$ cat src/design/pbrd_pkg.sv
package pbrd_pkg;

  localparam int WARMUP_SAMPLES_DEF = 10;

  localparam int CFG_W   = 16;
  localparam int ADDR_W  = 5;
  localparam int PDATA_W = 32;

  // divider: 28-bit dividend covers both sum*256 and the rate numerator
  localparam int DIV_W = 28;
  localparam int DVS_W = 16;

  localparam logic [23:0] RATE_NUM     = 24'd15360000;
  localparam logic [23:0] FALLBACK_THR = 24'd2048000;

  localparam logic [2:0] REG_ARM_LEVEL = 3'd0;
  localparam logic [2:0] REG_MIN_INT   = 3'd1;
  localparam logic [2:0] REG_MAX_INT   = 3'd2;
  localparam logic [2:0] REG_TIMEOUT   = 3'd3;
  localparam logic [2:0] REG_THR_GAIN  = 3'd4;
  localparam logic [2:0] REG_RATE_GAIN = 3'd5;

  localparam logic [CFG_W-1:0] ARM_LEVEL_RST = 16'd1000;
  localparam logic [CFG_W-1:0] MIN_INT_RST   = 16'd300;
  localparam logic [CFG_W-1:0] MAX_INT_RST   = 16'd2000;
  localparam logic [CFG_W-1:0] TIMEOUT_RST   = 16'd5000;
  localparam logic [CFG_W-1:0] THR_GAIN_RST  = 16'd1638;
  localparam logic [CFG_W-1:0] RATE_GAIN_RST = 16'd19661;

  typedef struct packed {
    logic [CFG_W-1:0] arm_level;
    logic [CFG_W-1:0] min_interval_ms;
    logic [CFG_W-1:0] max_interval_ms;
    logic [CFG_W-1:0] timeout_ms;
    logic [CFG_W-1:0] threshold_gain;
    logic [CFG_W-1:0] rate_gain;
  } cfg_t;

  typedef struct packed {
    logic load;
    logic warm_acc;
    logic arm_fallback;
    logic div_warm;
    logic arm_div;
    logic mul_thr;
    logic fold_thr;
    logic edge_eval;
    logic div_rate;
    logic rate_sat;
    logic mul_rate;
    logic rate_set;
    logic fold_rate;
    logic tmo_eval;
    logic load_out;
  } cmd_t;

  typedef struct packed {
    logic armed;
    logic x_ge_arm;
    logic warm_done;
    logic sum_zero;
    logic rise;
    logic in_win;
    logic rate_zero;
    logic div_done;
  } sts_t;

endpackage

$ cat src/design/pbrd_regs.sv
module pbrd_regs (
  input  logic                          clk,
  input  logic                          rst,
  input  logic                          psel,
  input  logic                          penable,
  input  logic                          pwrite,
  input  logic [pbrd_pkg::ADDR_W-1:0]   paddr,
  input  logic [pbrd_pkg::PDATA_W-1:0]  pwdata,
  output logic [pbrd_pkg::PDATA_W-1:0]  prdata,
  output logic                          pready,
  output pbrd_pkg::cfg_t                cfg
);
  import pbrd_pkg::*;

  logic [2:0] idx;
  logic       wr;

  assign idx    = paddr[4:2];
  assign wr     = psel & penable & pwrite;
  assign pready = 1'b1;

  always_ff @(posedge clk) begin
    if (rst) begin
      cfg.arm_level       <= ARM_LEVEL_RST;
      cfg.min_interval_ms <= MIN_INT_RST;
      cfg.max_interval_ms <= MAX_INT_RST;
      cfg.timeout_ms      <= TIMEOUT_RST;
      cfg.threshold_gain  <= THR_GAIN_RST;
      cfg.rate_gain       <= RATE_GAIN_RST;
    end else if (wr) begin
      unique case (idx)
        REG_ARM_LEVEL: cfg.arm_level       <= pwdata[CFG_W-1:0];
        REG_MIN_INT:   cfg.min_interval_ms <= pwdata[CFG_W-1:0];
        REG_MAX_INT:   cfg.max_interval_ms <= pwdata[CFG_W-1:0];
        REG_TIMEOUT:   cfg.timeout_ms      <= pwdata[CFG_W-1:0];
        REG_THR_GAIN:  cfg.threshold_gain  <= pwdata[CFG_W-1:0];
        REG_RATE_GAIN: cfg.rate_gain       <= pwdata[CFG_W-1:0];
        default: ;
      endcase
    end
  end

  always_comb begin
    unique case (idx)
      REG_ARM_LEVEL: prdata = {16'h0000, cfg.arm_level};
      REG_MIN_INT:   prdata = {16'h0000, cfg.min_interval_ms};
      REG_MAX_INT:   prdata = {16'h0000, cfg.max_interval_ms};
      REG_TIMEOUT:   prdata = {16'h0000, cfg.timeout_ms};
      REG_THR_GAIN:  prdata = {16'h0000, cfg.threshold_gain};
      REG_RATE_GAIN: prdata = {16'h0000, cfg.rate_gain};
      default:       prdata = '0;
    endcase
  end

endmodule

$ cat src/design/pbrd_div.sv
module pbrd_div (
  input  logic                         clk,
  input  logic                         rst,
  input  logic                         start,
  input  logic [pbrd_pkg::DIV_W-1:0]   dividend,
  input  logic [pbrd_pkg::DVS_W-1:0]   divisor,
  output logic                         done,
  output logic [pbrd_pkg::DIV_W-1:0]   quotient
);
  import pbrd_pkg::*;

  localparam int CNT_W = $clog2(DIV_W + 1);

  logic [CNT_W-1:0] cnt;
  logic             busy;
  logic [DVS_W-1:0] rem;
  logic [DVS_W-1:0] dvs;
  logic [DVS_W:0]   shifted;
  logic             fits;

  // restoring division, one quotient bit per cycle, MSB first
  assign shifted = {rem, quotient[DIV_W-1]};
  assign fits    = shifted >= {1'b0, dvs};

  always_ff @(posedge clk) begin
    if (rst) begin
      busy <= 1'b0;
      done <= 1'b0;
      cnt  <= '0;
    end else begin
      done <= 1'b0;
      if (start) begin
        busy <= 1'b1;
        cnt  <= CNT_W'(DIV_W);
      end else if (busy) begin
        cnt <= cnt - 1'b1;
        if (cnt == CNT_W'(1)) begin
          busy <= 1'b0;
          done <= 1'b1;
        end
      end
    end
  end

  always_ff @(posedge clk) begin
    if (start) begin
      quotient <= dividend;
      dvs      <= divisor;
      rem      <= '0;
    end else if (busy) begin
      quotient <= {quotient[DIV_W-2:0], fits};
      rem      <= fits ? DVS_W'(shifted - {1'b0, dvs}) : shifted[DVS_W-1:0];
    end
  end

endmodule

$ cat src/design/pbrd_dp.sv
module pbrd_dp #(
  parameter int WARMUP_SAMPLES = pbrd_pkg::WARMUP_SAMPLES_DEF
) (
  input  logic            clk,
  input  logic            rst,
  input  pbrd_pkg::cfg_t  cfg,
  input  pbrd_pkg::cmd_t  cmd,
  output pbrd_pkg::sts_t  sts,
  input  logic [15:0]     ir_sample,
  input  logic [31:0]     time_ms,
  input  logic            restart,
  output logic [15:0]     beat_rate,
  output logic            rate_updated,
  output logic            beat_edge,
  output logic            armed,
  output logic            timed_out
);
  import pbrd_pkg::*;

  localparam logic [3:0]       WARM_N   = 4'(WARMUP_SAMPLES);
  localparam logic [DVS_W-1:0] WARM_DVS = DVS_W'(WARMUP_SAMPLES);

  logic [15:0] x_r;
  logic [31:0] now_r;
  logic        is_armed;
  logic [3:0]  warm_cnt;
  logic [19:0] warm_sum;
  logic [23:0] thresh;
  logic        above;
  logic [31:0] last_beat;
  logic [15:0] rate;
  logic [15:0] rate_inst;
  logic        upd, edg, tmo;

  logic [23:0] xs;
  logic [31:0] d;
  logic        fall, ge_max, tmo_hit;

  logic               div_start;
  logic [DIV_W-1:0]   div_dvd;
  logic [DVS_W-1:0]   div_dvs;
  logic               div_done;
  logic [DIV_W-1:0]   quot;
  logic [23:0]        rate_num;
  logic [15:0]        rate_clip;

  logic [15:0]        mul_gain;
  logic signed [24:0] diff_t, diff_r, mul_diff;
  logic signed [41:0] prod;
  logic signed [41:0] rnd;
  logic signed [41:0] step;
  logic [25:0]        thr_sum;
  logic [17:0]        rate_sum;

  assign xs      = {x_r, 8'h00};
  assign d       = now_r - last_beat;
  assign fall    = (xs < thresh) && above;
  assign ge_max  = d >= {16'h0000, cfg.max_interval_ms};
  assign tmo_hit = (d > {16'h0000, cfg.timeout_ms}) && (rate != 16'h0000);

  assign sts.armed     = is_armed;
  assign sts.x_ge_arm  = x_r >= cfg.arm_level;
  assign sts.warm_done = warm_cnt >= WARM_N;
  assign sts.sum_zero  = warm_sum == 20'h00000;
  assign sts.rise      = (xs > thresh) && !above;
  assign sts.in_win    = (d > {16'h0000, cfg.min_interval_ms}) && !ge_max;
  assign sts.rate_zero = rate == 16'h0000;
  assign sts.div_done  = div_done;

  // in the window the spacing is below 2^16, so its low half is the divisor
  assign rate_num  = RATE_NUM + 24'(d[15:1]);
  assign div_start = cmd.div_warm | cmd.div_rate;
  assign div_dvd   = cmd.div_rate ? {4'h0, rate_num} : {warm_sum, 8'h00};
  assign div_dvs   = cmd.div_rate ? d[15:0] : WARM_DVS;
  assign rate_clip = (|quot[DIV_W-1:16]) ? 16'hFFFF : quot[15:0];

  pbrd_div u_div (
    .clk      (clk),
    .rst      (rst),
    .start    (div_start),
    .dividend (div_dvd),
    .divisor  (div_dvs),
    .done     (div_done),
    .quotient (quot)
  );

  // blend as old + g*(new - old) / 2^16, rounded; floor via arithmetic shift
  assign diff_t   = $signed({1'b0, xs}) - $signed({1'b0, thresh});
  assign diff_r   = $signed({9'h000, rate_inst}) - $signed({9'h000, rate});
  assign mul_gain = cmd.mul_rate ? cfg.rate_gain : cfg.threshold_gain;
  assign mul_diff = cmd.mul_rate ? diff_r : diff_t;
  assign rnd      = prod + 42'sd32768;
  assign step     = rnd >>> 16;
  assign thr_sum  = {2'b00, thresh} + step[25:0];
  assign rate_sum = {2'b00, rate} + step[17:0];

  always_ff @(posedge clk) begin
    if (cmd.mul_thr || cmd.mul_rate) begin
      prod <= $signed({1'b0, mul_gain}) * mul_diff;
    end
    if (cmd.load) begin
      x_r   <= ir_sample;
      now_r <= time_ms;
    end
    if (cmd.rate_sat) begin
      rate_inst <= rate_clip;
    end
    if (cmd.load_out) begin
      beat_rate    <= rate;
      rate_updated <= upd;
      beat_edge    <= edg;
      armed        <= is_armed;
      timed_out    <= tmo;
    end
  end

  always_ff @(posedge clk) begin
    if (rst) begin
      is_armed  <= 1'b0;
      warm_cnt  <= '0;
      warm_sum  <= '0;
      thresh    <= '0;
      above     <= 1'b0;
      last_beat <= '0;
      rate      <= '0;
      upd       <= 1'b0;
      edg       <= 1'b0;
      tmo       <= 1'b0;
    end else begin
      if (cmd.load) begin
        upd <= 1'b0;
        edg <= 1'b0;
        tmo <= 1'b0;
        if (restart) begin
          rate     <= '0;
          is_armed <= 1'b0;
          warm_cnt <= '0;
          warm_sum <= '0;
          above    <= 1'b0;
        end
      end
      if (cmd.warm_acc) begin
        warm_sum <= warm_sum + 20'(x_r);
        warm_cnt <= warm_cnt + 4'd1;
      end
      if (cmd.arm_fallback || cmd.arm_div) begin
        thresh    <= cmd.arm_div ? quot[23:0] : FALLBACK_THR;
        is_armed  <= 1'b1;
        last_beat <= now_r;
        warm_sum  <= '0;
        warm_cnt  <= '0;
      end
      if (cmd.fold_thr) begin
        thresh <= thr_sum[23:0];
      end
      if (cmd.edge_eval) begin
        if (sts.rise) begin
          above <= 1'b1;
          edg   <= 1'b1;
          if (ge_max) begin
            last_beat <= now_r;
          end
        end else if (fall) begin
          above <= 1'b0;
        end
      end
      if (cmd.rate_set || cmd.fold_rate) begin
        rate      <= cmd.fold_rate ? rate_sum[15:0] : rate_inst;
        upd       <= 1'b1;
        last_beat <= now_r;
      end
      if (cmd.tmo_eval && tmo_hit) begin
        rate     <= '0;
        is_armed <= 1'b0;
        warm_cnt <= '0;
        warm_sum <= '0;
        above    <= 1'b0;
        tmo      <= 1'b1;
      end
    end
  end

endmodule

$ cat src/design/pbrd_ctrl.sv
module pbrd_ctrl (
  input  logic            clk,
  input  logic            rst,
  input  logic            in_valid,
  output logic            in_ready,
  output logic            out_valid,
  input  logic            out_ready,
  input  pbrd_pkg::sts_t  sts,
  output pbrd_pkg::cmd_t  cmd
);
  import pbrd_pkg::*;

  localparam logic [3:0] ST_IDLE      = 4'd0;
  localparam logic [3:0] ST_DECIDE    = 4'd1;
  localparam logic [3:0] ST_WARM_CHK  = 4'd2;
  localparam logic [3:0] ST_WARM_DIV  = 4'd3;
  localparam logic [3:0] ST_THR_FOLD  = 4'd4;
  localparam logic [3:0] ST_EDGE      = 4'd5;
  localparam logic [3:0] ST_RATE_DIV  = 4'd6;
  localparam logic [3:0] ST_RATE_CHK  = 4'd7;
  localparam logic [3:0] ST_RATE_FOLD = 4'd8;
  localparam logic [3:0] ST_TMO       = 4'd9;
  localparam logic [3:0] ST_DONE      = 4'd10;

  logic [3:0] state, state_next;
  logic       out_free;

  assign in_ready = state == ST_IDLE;
  assign out_free = !out_valid || out_ready;

  always_comb begin
    cmd        = '0;
    state_next = state;
    unique case (state)
      ST_IDLE: begin
        if (in_valid) begin
          cmd.load   = 1'b1;
          state_next = ST_DECIDE;
        end
      end
      ST_DECIDE: begin
        if (sts.armed) begin
          cmd.mul_thr = 1'b1;
          state_next  = ST_THR_FOLD;
        end else if (sts.x_ge_arm) begin
          cmd.warm_acc = 1'b1;
          state_next   = ST_WARM_CHK;
        end else begin
          state_next = ST_DONE;
        end
      end
      ST_WARM_CHK: begin
        if (!sts.warm_done) begin
          state_next = ST_DONE;
        end else if (sts.sum_zero) begin
          cmd.arm_fallback = 1'b1;
          state_next       = ST_DONE;
        end else begin
          cmd.div_warm = 1'b1;
          state_next   = ST_WARM_DIV;
        end
      end
      ST_WARM_DIV: begin
        if (sts.div_done) begin
          cmd.arm_div = 1'b1;
          state_next  = ST_DONE;
        end
      end
      ST_THR_FOLD: begin
        cmd.fold_thr = 1'b1;
        state_next   = ST_EDGE;
      end
      ST_EDGE: begin
        cmd.edge_eval = 1'b1;
        if (sts.rise && sts.in_win) begin
          cmd.div_rate = 1'b1;
          state_next   = ST_RATE_DIV;
        end else begin
          state_next = ST_TMO;
        end
      end
      ST_RATE_DIV: begin
        if (sts.div_done) begin
          cmd.rate_sat = 1'b1;
          state_next   = ST_RATE_CHK;
        end
      end
      ST_RATE_CHK: begin
        if (sts.rate_zero) begin
          cmd.rate_set = 1'b1;
          state_next   = ST_TMO;
        end else begin
          cmd.mul_rate = 1'b1;
          state_next   = ST_RATE_FOLD;
        end
      end
      ST_RATE_FOLD: begin
        cmd.fold_rate = 1'b1;
        state_next    = ST_TMO;
      end
      ST_TMO: begin
        cmd.tmo_eval = 1'b1;
        state_next   = ST_DONE;
      end
      ST_DONE: begin
        if (out_free) begin
          cmd.load_out = 1'b1;
          state_next   = ST_IDLE;
        end
      end
      default: state_next = ST_IDLE;
    endcase
  end

  always_ff @(posedge clk) begin
    if (rst) begin
      state     <= ST_IDLE;
      out_valid <= 1'b0;
    end else begin
      state <= state_next;
      if (cmd.load_out) begin
        out_valid <= 1'b1;
      end else if (out_ready) begin
        out_valid <= 1'b0;
      end
    end
  end

endmodule

$ cat src/design/pulse_beat_rate_detector_unit.sv
// channel  dir  handshake                     payload
// s_*      in   s_tvalid / s_tready            s_tdata: ir_sample, time_ms, restart
// m_*      out  m_tvalid / m_tready            m_tdata: beat_rate, rate_updated,
//                                              beat_edge, armed, timed_out
// apb      in   psel & penable & pwrite        six 16-bit registers at 4*i
//
// One item at a time. Arming from a nonzero warm-up sum and an accepted beat
// go through the 28-step serial divider; other samples do not use it.
// s_tready returns in the cycle after the result is loaded.
// Synchronous active-high reset restores register defaults and clears state.
// A result waits in the output register while the next item is taken; the
// controller only stalls at its last step if that register is still full.
module pulse_beat_rate_detector_unit #(
  parameter int WARMUP_SAMPLES = pbrd_pkg::WARMUP_SAMPLES_DEF
) (
  input  logic                          clk,
  input  logic                          rst,
  input  logic                          s_tvalid,
  output logic                          s_tready,
  // [15:0] ir_sample, [47:16] time_ms, [48] restart, [55:49] zero
  input  logic [55:0]                   s_tdata,
  output logic                          m_tvalid,
  input  logic                          m_tready,
  // [15:0] beat_rate, [16] rate_updated, [17] beat_edge, [18] armed,
  // [19] timed_out, [23:20] zero
  output logic [23:0]                   m_tdata,
  input  logic                          psel,
  input  logic                          penable,
  input  logic                          pwrite,
  input  logic [pbrd_pkg::ADDR_W-1:0]   paddr,
  input  logic [pbrd_pkg::PDATA_W-1:0]  pwdata,
  output logic [pbrd_pkg::PDATA_W-1:0]  prdata,
  output logic                          pready
);
  import pbrd_pkg::*;

  cfg_t        cfg;
  cmd_t        cmd;
  sts_t        sts;
  logic [15:0] beat_rate;
  logic        rate_updated, beat_edge, armed, timed_out;

  pbrd_regs u_regs (
    .clk     (clk),
    .rst     (rst),
    .psel    (psel),
    .penable (penable),
    .pwrite  (pwrite),
    .paddr   (paddr),
    .pwdata  (pwdata),
    .prdata  (prdata),
    .pready  (pready),
    .cfg     (cfg)
  );

  pbrd_ctrl u_ctrl (
    .clk       (clk),
    .rst       (rst),
    .in_valid  (s_tvalid),
    .in_ready  (s_tready),
    .out_valid (m_tvalid),
    .out_ready (m_tready),
    .sts       (sts),
    .cmd       (cmd)
  );

  pbrd_dp #(
    .WARMUP_SAMPLES (WARMUP_SAMPLES)
  ) u_dp (
    .clk          (clk),
    .rst          (rst),
    .cfg          (cfg),
    .cmd          (cmd),
    .sts          (sts),
    .ir_sample    (s_tdata[15:0]),
    .time_ms      (s_tdata[47:16]),
    .restart      (s_tdata[48]),
    .beat_rate    (beat_rate),
    .rate_updated (rate_updated),
    .beat_edge    (beat_edge),
    .armed        (armed),
    .timed_out    (timed_out)
  );

  assign m_tdata = {4'h0, timed_out, armed, beat_edge, rate_updated, beat_rate};

endmodule
$ cat config.mk
export PLATFORM = sky130hd
export DESIGN_NAME = pulse_beat_rate_detector_unit
export DESIGN_NICKNAME = d
export VERILOG_FILES = /design/src/design/pbrd_pkg.sv /design/src/design/pbrd_regs.sv /design/src/design/pbrd_div.sv /design/src/design/pbrd_dp.sv /design/src/design/pbrd_ctrl.sv /design/src/design/pulse_beat_rate_detector_unit.sv
export SDC_FILE = /design/constraint.sdc
export NUM_CORES = 2
export LEC_CHECK = 0
export ABC_AREA = 1
export BUFFER_PORTS_ARGS = -buffer_cell sky130_fd_sc_hd__buf_2
export CAP_MARGIN = 20
export CORE_MARGIN = 5
export CORE_UTILIZATION = 40
export CTS_BUF_LIST = sky130_fd_sc_hd__clkbuf_16
export DETAILED_ROUTE_END_ITERATION = 7
export SLEW_MARGIN = 20
export SYNTH_ARGS = -nofsm -noshare
export SYNTH_HDL_FRONTEND = slang
export SYNTH_SLANG_ARGS = --single-unit
export TNS_END_PERCENT = 20
$ cat constraint.sdc
create_clock -name clk -period 24.4 [get_ports clk]
set_input_delay 6.1 -clock clk [delete_from_list [all_inputs] [get_ports clk]]
set_output_delay 6.1 -clock clk [all_outputs]
set_load 0.05 [all_outputs]
---- Yosys cells after proc, flatten, opt, wreduce, memory -nomap -nowiden ----
Index checks and enable logic that the tools add are counted.
storage, ports and cells
  flip-flop bits (word level) ............. 393
  output and inout port bits .............. 59
  word-level logic and storage cells ...... 203
operators by class
  $lt $le $gt $ge ......................... 8
  reductions and logical operators ........ 43
  mux-type cells .......................... 82
  $add $sub $neg .......................... 11
  bitwise logic cells ..................... 4
  $mul .................................... 1
  equality and inequality tests ........... 20
operators with widths
  kind                      count
  $mux W32                  5
  $mux W16                  6
  $pmux W16 S6              1
  $mux W28                  3
  $mux W24                  3
  $gt A32 B16 Y1            2
  $mux W20                  3
  $mux W4                   12
  $pmux W4 S11              1
  $mux W1                   41
  $add A40 B17 Y40 const B  1
  $mul A17 B25 Y40          1
  $ge A32 B16 Y1            1
  $sub A32 B32 Y32          1
  $mux W25                  1
  $sub A24 B24 Y25          1
  $add A24 B24 Y24          1
  $gt A24 B24 Y1            1
  $lt A24 B24 Y1            1
  $add A22 B16 Y23 const A  1
  $add A20 B16 Y20          1
  $logic_not A20 Y1         1
  $reduce_bool A2 Y1        10
  $reduce_and A2 Y1         9
  34 further kinds          61

---- Depth between registers and ports, before layout ----
  depth after elaboration ................. 10
  depth in mapped cells ................... 42
  mapped depth without buffers ............ 41

---- By module ----
A second synthesis with hierarchy kept.
second synthesis, totals
  cells, all modules ...................... 5,623
  area, all modules ....................... 40,657.7 µm²
by module, submodules not included
  module                         seq. area each (µm²)  cells each  times used  area an instance (µm²)
  pbrd_dp                        5,295.1               4,266       1           31,431.4
  pbrd_regs                      1,921.8               740         1           4,758.3
  pbrd_div                       1,781.7               503         1           3,846.2
  pbrd_ctrl                      100.1                 105         1           558.0
  pulse_beat_rate_detector_unit  0.0                   9           1           63.8

---- Least setup slack after synthesis ----
No wires, ideal clock.
  path type ............................... input -> output
  start ................................... input port paddr[4] (netlist name)
  end ..................................... output port prdata[15] (netlist name)
  arrival time ............................ 7.703 ns
  setup slack ............................. 10.597 ns
  stages .................................. 4
  cell sequence ........................... nor3_1 -> inv_1 -> clkbuf_1 -> o221ai_1
between the ends
  word-level cells in the longest chain between the ends .. 2
  elaborated cells between the ends (all ways) .. 7
  classes of those cells .................. eq/ne: 5; mux: 1; reduce/logical: 1
RTL lines
  what                                  line                                 RTL
  start: declaration                    pulse_beat_rate_detector_unit.sv:30  input logic [pbrd_pkg::ADDR_W-1:0] paddr,
  $eq A3 B3 Y1 (tied with other cells)  pbrd_regs.sv:44                      unique case (idx)
  $pmux W16 S6 *                        pbrd_regs.sv:44
  end: declaration                      pulse_beat_rate_detector_unit.sv:32  output logic [pbrd_pkg::PDATA_W-1:0] prdata,
Every way passes the cells marked *; elsewhere a longest branch is shown, timed or not.

---- Worst setup path after layout ----
  start ................................... input port paddr[4] (netlist name)
  end ..................................... output port prdata[12] (netlist name)
The elaborated chain is that of the path after synthesis.

==> flow_metrics.py <==
metrics = {
    "status": {
        "outcome": "complete, no violations",
    },
    "timing": {
        "tightest_slew_ns": 1.19,
        "finClkSkew_ns": 0.0444,
        "rsz0062_at_grt": "false",
        "maxSlewViolCount": 0,
        "finalCritPeriodShare": 0.572,
        "setup-tns-final_ns": 0,
        "hold_viol": 0,
        "setup_viol": 0,
        "maxSlewHeadroom": 0.203,
        "period_minus_slack_ns": 13.97,
        "clock.fmax_mhz": 71.6,
    },
    "synthesis": {
        "ys_warn_count": 0,
        "synth_top_area_share": 0.196,
        "ys.flop_type": "dfxtp_1",
        "synth-edff-count": 153,
        "syn_inst": 5000,
        "ys_types": 65,
        "synth_seq_cells": 378,
        "netlist_top_cells_count": "inv_1, nand2_1, nor2_1",
        "synth-async-reset-ratio": 0,
        "avgSynthCellArea_um2": 7.70,
        "netlist_top_cells_area": "fa_1, edfxtp_1, dfxtp_1",
        "syn_area_um2": 38500,
        "netlist.top_cell.by_area": "fa_1",
        "synth.most_common_cell": "inv_1",
        "seq_area_frac_synth": 0.236,
    },
    "floorplanning": {
        "dieHeight_um": 320,
        "ioPinCount": 159,
        "die_w_um": 320,
        "core_um2": 95300,
        "die_area_um2": 103000,
        "row_count": 113,
        "start_util": 0.404,
    },
    "clocking": {
        "cts_setup_buffers": 0,
        "cts_buffers": 47,
        "postCtsHoldBufs": 0,
        "cts_resized": 0,
        "cts_tree": "built",
        "clk_path_buf_depth": 3,
        "clk_pin_slew_ns": 0.06,
        "clockRootBuffer": "clkbuf_16",
        "clock_latency_ns": 0.63,
        "clkSinkCount": 378,
        "htreeDepth": 2,
    },
    "global_route": {
        "grt_overflow": 0,
        "grt_pass1_wl_um": 184000,
        "grt_pass1_vias": 32000,
        "antenna_found_initial": 10,
        "grt_start_max_net_pins": 79,
        "grt_usage": 0.227,
    },
    "hold_path": {
        "holdPathEnd": "u_dp.beat_edge",
        "hp-start": "u_dp.edg",
        "hp-class": "register to register",
        "holdPathStages": 0,
    },
    "placement": {
        "numPortBuffers": 112,
        "gp_congestion": 0.960,
        "dp_hpwl_um": 93900,
    },
    "setup_path": {
        "crit_chain": "buf_2 -> inv_1 -> nand2_1 -> o22ai_1 -> a221oi_1 -> o221ai_1 -> buf_2",
        "r2r_slack_ns": 13.95,
        "crit_required_ns": 18.30,
        "path_max_fanout": 16,
        "crit_family": "compound AO/OA/AOI/OAI gates",
        "cp-start-kind": "primary input",
        "r2r-start": "u_dp.rate[1]",
        "path_buf_inv": 3,
        "r2r_cells": 38,
        "slowest_stage": "nand2_1",
        "crit_path_end_kind": "output pin",
        "r2r_end": "u_dp.prod[38]",
        "path_common_cell": "buf_2",
        "path_class": "primary input to output pin",
        "max_stage_delay_ns": 0.53,
        "crit_arrival_ns": 7.87,
    },
    "detailed_routing": {
        "first_pass_iters": 7,
        "wl_um": 118000,
        "drc_errors": 0,
        "ant_nets": 0,
        "avgViaCountPerCell": 5.18,
        "vias": 33100,
        "drt_iter0_drc": 2870,
        "drt-wirelength-per-cell_um": 18.5,
    },
    "job": {
        "maxCapViolations": 0,
    },
    "final_layout": {
        "fin_nets": 5861,
        "fillers": 9676,
        "drive_gt1_frac": 0.0667,
        "syn_to_final_growth_pct": 9.22,
    },
}
[worst max path at each step]
stage,startpoint,end,slack [ns],depth (start not counted)
2_1_floorplan,paddr[4],prdata[15],10.60,4
3_3_place_gp,paddr[3],prdata[14],10.28,8
3_5_place_dp,paddr[3],prdata[6],10.23,6
4_1_cts,paddr[3],prdata[6],10.24,6
5_1_grt,paddr[4],prdata[12],10.26,7
6_report,paddr[4],prdata[12],10.43,7
[registers in the layout, indices dropped and copies added, names as in the netlist, 4 cells and up]
register / cells
u_dp.u_div.quotient: 28
u_dp.last_beat: 32
u_dp.u_div.rem: 16
u_dp.beat_rate: 16
u_dp.rate: 16
u_dp.rate_inst: 16
u_dp.u_div.dvs: 16
u_dp.warm_cnt: 4
u_dp.warm_sum: 20
u_ctrl.state: 4
u_regs.cfg: 96
u_dp.thresh: 24
u_dp.u_div.cnt: 5
u_dp.prod: 25
u_dp.now_r: 32
u_dp.x_r: 16
[routing by layer]
metal | vias to the layer above | global-route usage | wire length (um)
li1 | 16000 | - | -
met1 | 15800 | 0.321 | 53700
met2 | 1057 | 0.358 | 52000
met3 | 178 | 0.0468 | 9270
met4 | 8 | 0.0573 | 3220
met5 | - | 0 | 55
[area by class of cell]
class,count,area [um^2],area share
diodes,3,7.51,0.000178
clock buffers,50,1250,0.0297
clock inverters,38,407,0.00967
inverters,1038,3900,0.0926
multi-input cells,3457,24900,0.593
flip-flops and latches,378,9100,0.216
well taps,1265,1580,0.0376
repair buffers,155,883,0.0210
[worst reg2reg max path: cells and delay by family, from the launching register on]
kind / cells / cell delay [ns]
AND/OR/NAND/NOR: 12 / 2.10
adder cells (fa/ha/maj): 7 / 3.34
buffers and inverters: 11 / 2.20
AO/OA/AOI/OAI: 7 / 1.98
flip-flops: 1 / 0.38
XOR/XNOR: 1 / 0.18
[through the flow]
stage          setup WS, ns  cell area, um^2   util  cells  hold slack (ns)
6_report              10.43            42100  0.442   6384            0.433
5_1_grt               10.26            42100  0.441   6383            0.444
4_1_cts               10.24            42100  0.441   6381            0.435
3_5_place_dp          10.23            40400  0.424   6293            0.420
3_3_place_gp          10.28            40400  0.424   6293            0.419
2_1_floorplan         10.60            38600      -   5019            0.409
[cell usage in the layout (no fill, tap or decap), types with 18 or more instances in the layout]
cell type     n
inv_1      1017
nand2_1     914
nor2_1      497
fa_1        377
a21oi_1     354
ha_1        307
o21ai_0     240
dfxtp_1     225
nand3_1     154
edfxtp_1    153
buf_2       112
xor2_1       92
clkbuf_16    50
nand4_1      46
nor3_1       44
xnor2_1      43
buf_4        43
o21ai_1      38
o211ai_1     38
a31oi_1      26
a221oi_1     23
inv_2        21
conb_1       21
nor4_1       18
[cell families (layout without fill, tap and decap cells)]
kind of cell               Yosys count  in the layout  synth area share
other                                2             24          0.000195
and+or+nand+nor                   1763           1763             0.191
AOI/OAI and AO/OA                  854            854             0.126
xor gates and xnor gates           135            135            0.0307
buffers and inverters             1184           1281             0.119
DFF                                378            378             0.236
adders and majority gates          684            684             0.296
Power is not shown: default switching activity piles up to over one toggle a cycle in this logic, so the estimate is an artifact.
